--- src/design/fgnh_pkg.sv ---
// Package for the fractal gradient-noise height pipeline.
// Holds widths, register indexes, reset values, hash constants, the word type
// and the quarter-wave sine generator. No dependencies.
`timescale 1ns / 1ps
`default_nettype none
package fgnh_pkg;

    localparam int PIX_W      = 12;
    localparam int INV_W      = 24;
    localparam int BC_W       = 16;
    localparam int RC_W       = 20;
    localparam int SEED_W     = 64;
    localparam int H_W        = 10;
    localparam int PROD_W     = PIX_W + INV_W;
    localparam int ACC_W      = 34;
    localparam int NOISE_W    = 20;
    localparam int CFG_ADDR_W = 3;
    localparam int CFG_DATA_W = 64;

    localparam int DEF_OCTAVES         = 10;
    localparam int DEF_SINE_TABLE_BITS = 8;

    localparam logic [CFG_ADDR_W-1:0] REG_NOISE_SEED     = 3'd0;
    localparam logic [CFG_ADDR_W-1:0] REG_INV_SCALE      = 3'd1;
    localparam logic [CFG_ADDR_W-1:0] REG_BASE_CONTRAST  = 3'd2;
    localparam logic [CFG_ADDR_W-1:0] REG_RIVER_CONTRAST = 3'd3;
    localparam logic [CFG_ADDR_W-1:0] REG_RIVER_MODE     = 3'd4;

    localparam logic [SEED_W-1:0] RST_NOISE_SEED     = '0;
    localparam logic [INV_W-1:0]  RST_INV_SCALE      = 24'd69905;
    localparam logic [BC_W-1:0]   RST_BASE_CONTRAST  = 16'd9421;
    localparam logic [RC_W-1:0]   RST_RIVER_CONTRAST = 20'd44237;

    localparam logic [31:0] HASH_MUL_A = 32'd3284157443;
    localparam logic [31:0] HASH_MUL_B = 32'd1911520717;
    localparam logic [31:0] HASH_MUL_C = 32'd2048419325;

    localparam logic [30:0] CLAMP_Q30 = 31'd1288490189;

    typedef struct packed {
        logic                     vld;
        logic [PROD_W-1:0]        prod_x;
        logic [PROD_W-1:0]        prod_y;
        logic signed [ACC_W-1:0]  acc;
    } t_word;

    function automatic logic [14:0] quarter_sine(input int stb, input int k);
        longint t;
        longint x;
        longint x2;
        longint u;
        longint one;
        one = 64'sd1 << 30;
        t   = longint'(k) << (30 - stb);
        x   = (t * 64'sd1686629713) >>> 30;
        x2  = (x * x) >>> 30;
        u   = one - x2 / 72;
        u   = one - ((x2 * u) >>> 30) / 42;
        u   = one - ((x2 * u) >>> 30) / 20;
        u   = one - ((x2 * u) >>> 30) / 6;
        return 15'((((x * u) >>> 30) + 32768) >>> 16);
    endfunction

endpackage
`default_nettype wire

--- src/design/fgnh_map.sv ---
// Height mapping: contrast gain, clamp to +-1.2, then ground or river mapping.
// Four stages; the last one is the output register. Depends on fgnh_pkg.
`timescale 1ns / 1ps
`default_nettype none
module fgnh_map (
    input  logic                            i_clk,
    input  logic                            i_rst_n,
    input  logic                            i_en,
    input  fgnh_pkg::t_word                 i_word,
    input  logic [fgnh_pkg::BC_W-1:0]       i_base_contrast,
    input  logic [fgnh_pkg::RC_W-1:0]       i_river_contrast,
    input  logic                            i_river_mode,
    output logic                            o_valid,
    output logic signed [fgnh_pkg::H_W-1:0] o_height
);
    import fgnh_pkg::*;

    logic [3:0]         r_vld;
    logic signed [49:0] r1_v;
    logic               r2_neg, r3_neg;
    logic [30:0]        r2_m30;
    logic [39:0]        r3_g;
    logic [50:0]        r3_rr;
    logic signed [H_W-1:0] r4_h;

    logic [49:0]        mag;
    logic               clamp;
    logic [8:0]         gm;
    logic signed [10:0] hg;
    logic [58:0]        rt;
    logic [17:0]        rv;
    logic signed [18:0] hr;
    logic signed [H_W-1:0] n_h;

    assign mag   = r1_v[49] ? 50'(-r1_v) : 50'(r1_v);
    assign clamp = (53'({mag, 2'b00}) + 53'(mag)) > (53'd6 << 42);

    assign gm = 9'(r3_g >> 30);
    assign hg = r3_neg ? -$signed({2'b00, gm}) : $signed({2'b00, gm});
    assign rt = {r3_rr, 8'd0} - 59'(r3_rr);
    assign rv = 18'(rt >> 42);
    assign hr = $signed({1'b0, rv}) - 19'sd500;

    always_comb begin
        if (i_river_mode) begin
            if (hr > 19'sd0) begin
                n_h = '0;
            end else if (hr < -19'sd300) begin
                n_h = -10'sd400;
            end else begin
                n_h = H_W'(hr);
            end
        end else begin
            if (hg < -11'sd100) begin
                n_h = -10'sd100;
            end else if (hg < 11'sd50) begin
                n_h = 10'sd50;
            end else begin
                n_h = H_W'(hg);
            end
        end
    end

    always_ff @(posedge i_clk) begin
        if (!i_rst_n) begin
            r_vld <= '0;
        end else if (i_en) begin
            r_vld <= {r_vld[2:0], i_word.vld};
        end
    end

    always_ff @(posedge i_clk) begin
        if (i_en) begin
            r1_v   <= 50'(i_word.acc) * 50'($signed({1'b0, i_base_contrast}));
            r2_neg <= r1_v[49];
            r2_m30 <= clamp ? CLAMP_Q30 : 31'(mag >> 12);
            r3_neg <= r2_neg;
            r3_g   <= 40'(r2_m30) * 40'd280;
            r3_rr  <= 51'(r2_m30) * 51'(i_river_contrast);
            r4_h   <= n_h;
        end
    end

    assign o_valid  = r_vld[3];
    assign o_height = r4_h;

endmodule
`default_nettype wire

--- config.mk ---
export PLATFORM = sky130hd
export DESIGN_NAME = fgnh_map
export DESIGN_NICKNAME = d
export VERILOG_FILES = /design/src/design/fgnh_pkg.sv /design/src/design/fgnh_map.sv
export SDC_FILE = /design/constraint.sdc
export NUM_CORES = 2
export LEC_CHECK = 0
export ABC_AREA = 1
export BUFFER_PORTS_ARGS = -buffer_cell sky130_fd_sc_hd__buf_2
export CAP_MARGIN = 20
export CELL_PAD_IN_SITES_DETAIL_PLACEMENT = 1
export CELL_PAD_IN_SITES_GLOBAL_PLACEMENT = 2
export CORE_AREA = 2 2 402 404
export CTS_CLUSTER_DIAMETER = 120
export CTS_CLUSTER_SIZE = 20
export DETAILED_ROUTE_END_ITERATION = 10
export DIE_AREA = 0 0 404 406
export GPL_TIMING_DRIVEN = 0
export PLACE_DENSITY_LB_ADDON = 0.08
export SYNTH_ARGS = -nofsm -noshare
export SYNTH_HDL_FRONTEND = slang
export SYNTH_SLANG_ARGS = --single-unit
export TNS_END_PERCENT = 1
--- constraint.sdc ---
create_clock -name i_clk -period 7.98 [get_ports i_clk]
set_clock_uncertainty 0.05 [all_clocks]
set_input_delay 1.596 -clock i_clk [delete_from_list [all_inputs] [get_ports i_clk]]
set_output_delay 1.596 -clock i_clk [all_outputs]
set_load 0.03 [all_outputs]
* Word-level counts from Yosys, hierarchy flattened *
Cells that the tools add are included.

storage, ports and cells
  register bits after elaboration = 184
  input bits = 147
  word-level logic and storage cells = 28

cells by class
  add/sub/neg operators = 5
  multiply operators = 3
  magnitude comparators = 5
  mux-type cells = 7

operator list
  cell                                                             count
  subtractor 59 x 51 -> 59 bit                                     1
  adder 52 x 50 -> 53 bit                                          1
  greater-than comparator 53 x 45 -> 1 bit, second input constant  1
  multiplier 31 x 20 -> 51 bit                                     1
  multiplier 34 x 17 -> 50 bit                                     1
  two-way mux 10 bit                                               5
  two-way mux 50 bit                                               1
  negation 50 bit                                                  1
  multiplier 31 x 6 -> 36 bit, second input constant               1
  greater-than comparator 18 x 1 -> 1 bit, second input constant   1
  less-than comparator 18 x 10 -> 1 bit, second input constant     1
  subtractor 17 x 9 -> 18 bit, second input constant               1
  less-than comparator 11 x 7 -> 1 bit, second input constant      1
  less-than comparator 11 x 8 -> 1 bit, second input constant      1
  two-way mux 11 bit                                               1
  negation 9 -> 11 bit                                             1

* Longest topological paths before layout *
  word-level depth = 6
  mapped depth = 38
  mapped depth without buffers = 36

* Worst setup path before layout *
Ideal clock, no wire load.

  kind = input to register
  start = in i_river_contrast[11] in the netlist's numbering
  end = reg r3_rr[48] (data pin)
  library setup time = 0.264 ns
  data arrival time = 7.412 ns
  required time = 7.666 ns
  slack = 0.254 ns
  cell stages on the path = 27
  cells stage by stage = clkbuf_1 > nand2_1 > fa_1 > inv_1 > fa_1 > inv_1 > fa_1 > inv_1 > fa_1 > fa_1 > fa_1 > inv_1 > fa_1 > inv_1 > ha_1 > nand2_1 > nor2_1 > inv_1 > nor3_1 > inv_1 > nor3b_1 > nor4_1 > o21bai_1 > a21oi_1 > o21ai_0 > a31oi_1 > xor2_1

on the way
  longest elaborated chain between the ends = 1

RTL lines
  element                       line            source
  from (decl)                   fgnh_map.sv:11  input logic [fgnh_pkg::RC_W-1:0] i_river_contrast,
  multiplier 31 x 20 -> 51 bit  fgnh_map.sv:79  r3_rr <= 51'(r2_m30) * 51'(i_river_contrast);
  to (signal assigned)          fgnh_map.sv:79
  to (decl)                     fgnh_map.sv:23  logic [50:0] r3_rr;

Every way passes these cells.
A chain may end at the register's enable or synchronous reset.

* Worst setup path after layout *
  start = in i_river_contrast[17] in the netlist's numbering
  end = reg r3_rr[44] (data pin)

The elaborated chain is that of the path after synthesis.

==> impl_metrics.yaml <==
status:
  status: "completed"
layout:
  drive_above_1_share_pct: 5.29
  insertedDiodeCount: 0
  final_nets: 9408
  final-seq-area_sq_um: 4670
  area_delta_synth_final_pct: 7.11
  multiInputGateArea_sq_um: 43400
  fill_cells: 20000
worst_setup_path:
  endpoint_kind: "flop"
  reg2regPathDepth: 28
  ff2ff_setup_slack_ns: 0.29
  slowest_stage: "fa_1"
  worstReg2RegStart: "r2_m30[13]"
  critPathRequiredTime_ns: 8.25
  crit_start: "i_river_contrast[17]"
  reg2reg_to: "r3_rr[44]"
  cp_max_fo: 10
  path_class: "primary input to flop"
  critPathMostFrequentCell: "fa_1"
  startpoint_type: "primary input"
  cp_slowest_stage_delay_ns: 0.55
  arrival_ns: 8.07
floorplanning:
  io_pins: 158
  coreArea_sq_um: 160000
  dieArea_sq_um: 164000
  floorplan.die.width_um: 404
  start_util_pct: 35.9
  num_rows: 147
  die_h_um: 406
route:
  antenna_left: 0
  drc_errors: 0
  vias_per_cell: 4.80
  dr.pass1.iters: 5
  num_vias: 47200
  wire_per_inst_um: 20.8
  drt_iter0_markers: 2085
  wirelength_um: 205000
grt:
  grt_use_total_pct: 25.3
  grt_pass1_wl_um: 313000
  grt_max_degree: 83
  grt_overflow: 0
  grt_antenna_before_repair: 2
  first_global_vias: 51700
clock_network:
  clock-root-buffer: "clkbuf_16"
  clkTransAtPathRegs_ns: 0.07
  clk_latency_ns: 0.49
  cts_buffer_depth: 2
  cts_made_buffers: 17
  cts_hold_buffers: 0
  h-tree-depth: 4
  cts_tree: "done"
  cts_sinks: 157
flow_run:
  maxCapViolCount: 0
synth:
  synth_edf_count: 153
  syn_area_per_cell_sq_um: 7.46
  netlist_area_sq_um: 57300
  yosysMostFrequentCell: "inv_1"
  synth_common_cells: "2221 x inv_1, 1994 x nand2_1, 1057 x fa_1, 465 x ha_1, 360 x nor2_1"
  synthTopCellsByArea: "fa_1 37%, inv_1 15%, nand2_1 13%"
  synth_cell_types: 63
  yosysTopAreaCell: "fa_1"
  netlist_instances: 7680
  synth_top_flop_cell: "edfxtp_1"
  ys_seq_area_share_pct: 8.16
  synth_fp_nets: 9349
  ys_warn_count: 0
  synthArstFlopShare_pct: 0
  synth_seq_cells: 157
  netlist.area_leader.share_pct: 37.0
placed_design:
  port_buffers: 35
  pre_cts_ws_ns: -1.78
  gp_congestion: 0.904
  hpwl_um: 181000
timing:
  timing.final.hold_violations: 0
  relSlewSlack_pct: 27.3
  fmax_ghz: 0.128
  min_period_over_period_pct: 97.7
  setup-violations-final: 0
  layout_setup_ws_ns: 0.181
  tightest_slew_ns: 1.09
  period_needed_ns: 7.80
  grt_setup_unrepaired: "yes"
  slew_viol_final: 0
hold_path:
  hold_depth: 2
  min_path_type: "flop to flop"
  whs_endpoint: "r_vld[3]"
  timing.hold.worst.start: "r_vld[2]"
==> layout by cell type (no fill, tap or decap), types with 85 or more instances in the layout <==
| cell type | netlist | final |
|---|---|---|
| nor2_1 | 360 | 357 |
| clkbuf_1 | 256 | 102 |
| nand2_1 | 1994 | 1994 |
| xor2_1 | 142 | 141 |
| a21oi_1 | 246 | 238 |
| clkbuf_2 | 0 | 85 |
| o21ai_0 | 142 | 137 |
| inv_1 | 2221 | 2221 |
| fa_1 | 1057 | 1056 |
| edfxtp_1 | 153 | 153 |
| nand3_1 | 140 | 140 |
| ha_1 | 465 | 457 |
==> sequential cells by signal, summed over array words and instances, names as in the netlist <==
register  cells
r3_neg        1
r3_g          9
r2_neg        1
o_height     10
r3_rr        51
r2_m30       31
r1_v         50
r_vld         4
==> worst max-delay path by stage <==
stage                           end  slack, ns  depth (start not counted)
after floorplan           r3_rr[48]       0.25                         27
after global placement     r1_v[45]      -1.78                         26
after detailed placement   r1_v[45]      -1.78                         29
after CTS                  r1_v[45]      -0.01                         29
after global routing      r3_rr[44]      -0.07                         31
final                     r3_rr[44]       0.18                         29
==> timing repair <==
action / in CTS / in global routing
setup endpoints to repair: 52 / 28
resized for setup: 200 / 185
setup buffers: 1 / 0
pin swaps: 1 / 3
==> worst max-delay path: cells and delay by family <==
kind / cells / cell delay (ns)
compound gates: 2 / 0.34
fa+ha+maj: 8 / 3.82
buf+inv: 8 / 1.00
simple gates: 10 / 1.14
xor+xnor: 1 / 0.18
==> routing by layer <==
metal	share of wire (%)	global-route usage [%]	wire, um	vias to the layer above
met2	51	46.5	105000	669
met4	2.2	5.20	4470	0
li1	-	-	-	22400
met3	2.6	1.62	5370	146
met1	44	32.5	89800	23900
met5	0	0	0	-
==> cells by family (layout without fill, tap and decap cells) <==
| kind of cell | count (synthesis) | in the layout | synth area share, % |
|---|---|---|---|
| simple gates | 2719 | 2719 | 19.3 |
| buf+inv | 2503 | 2575 | 16.5 |
| fa+ha+maj | 1522 | 1522 | 47.1 |
| compound gates | 571 | 571 | 5.79 |
| xor+xnor | 208 | 208 | 3.18 |
| flops | 157 | 157 | 8.16 |
==> layout make-up <==
type                       instances  area share, %
clock buffer                      18          0.700
clock inverter                    14          0.155
buffer                           262           2.38
inverter                        2241           13.7
timing repair buffer              40          0.445
multi-input combinational       5020           70.7
tap                             2086           4.26
sequential                       157           7.62
==> stage by stage <==
stage | util [%] | TNS, ns | instance area (sq um) | std cells | hold WS [ns]
3_5_place_dp | 37.7 | -60.01 | 60100 | 9804 | 0.431
5_1_grt | 38.4 | -0.0849 | 61300 | 9838 | 0.493
6_report | 38.4 | 0 | 61300 | 9838 | 0.451
3_3_place_gp | 37.6 | -67.29 | 60000 | 9801 | 0.425
4_1_cts | 38.2 | -0.0143 | 61000 | 9837 | 0.453
2_1_floorplan | - | 0 | 57300 | 7680 | 0.350
Power is not shown: default switching activity piles up to over one toggle a cycle in this logic, so the estimate is an artifact.
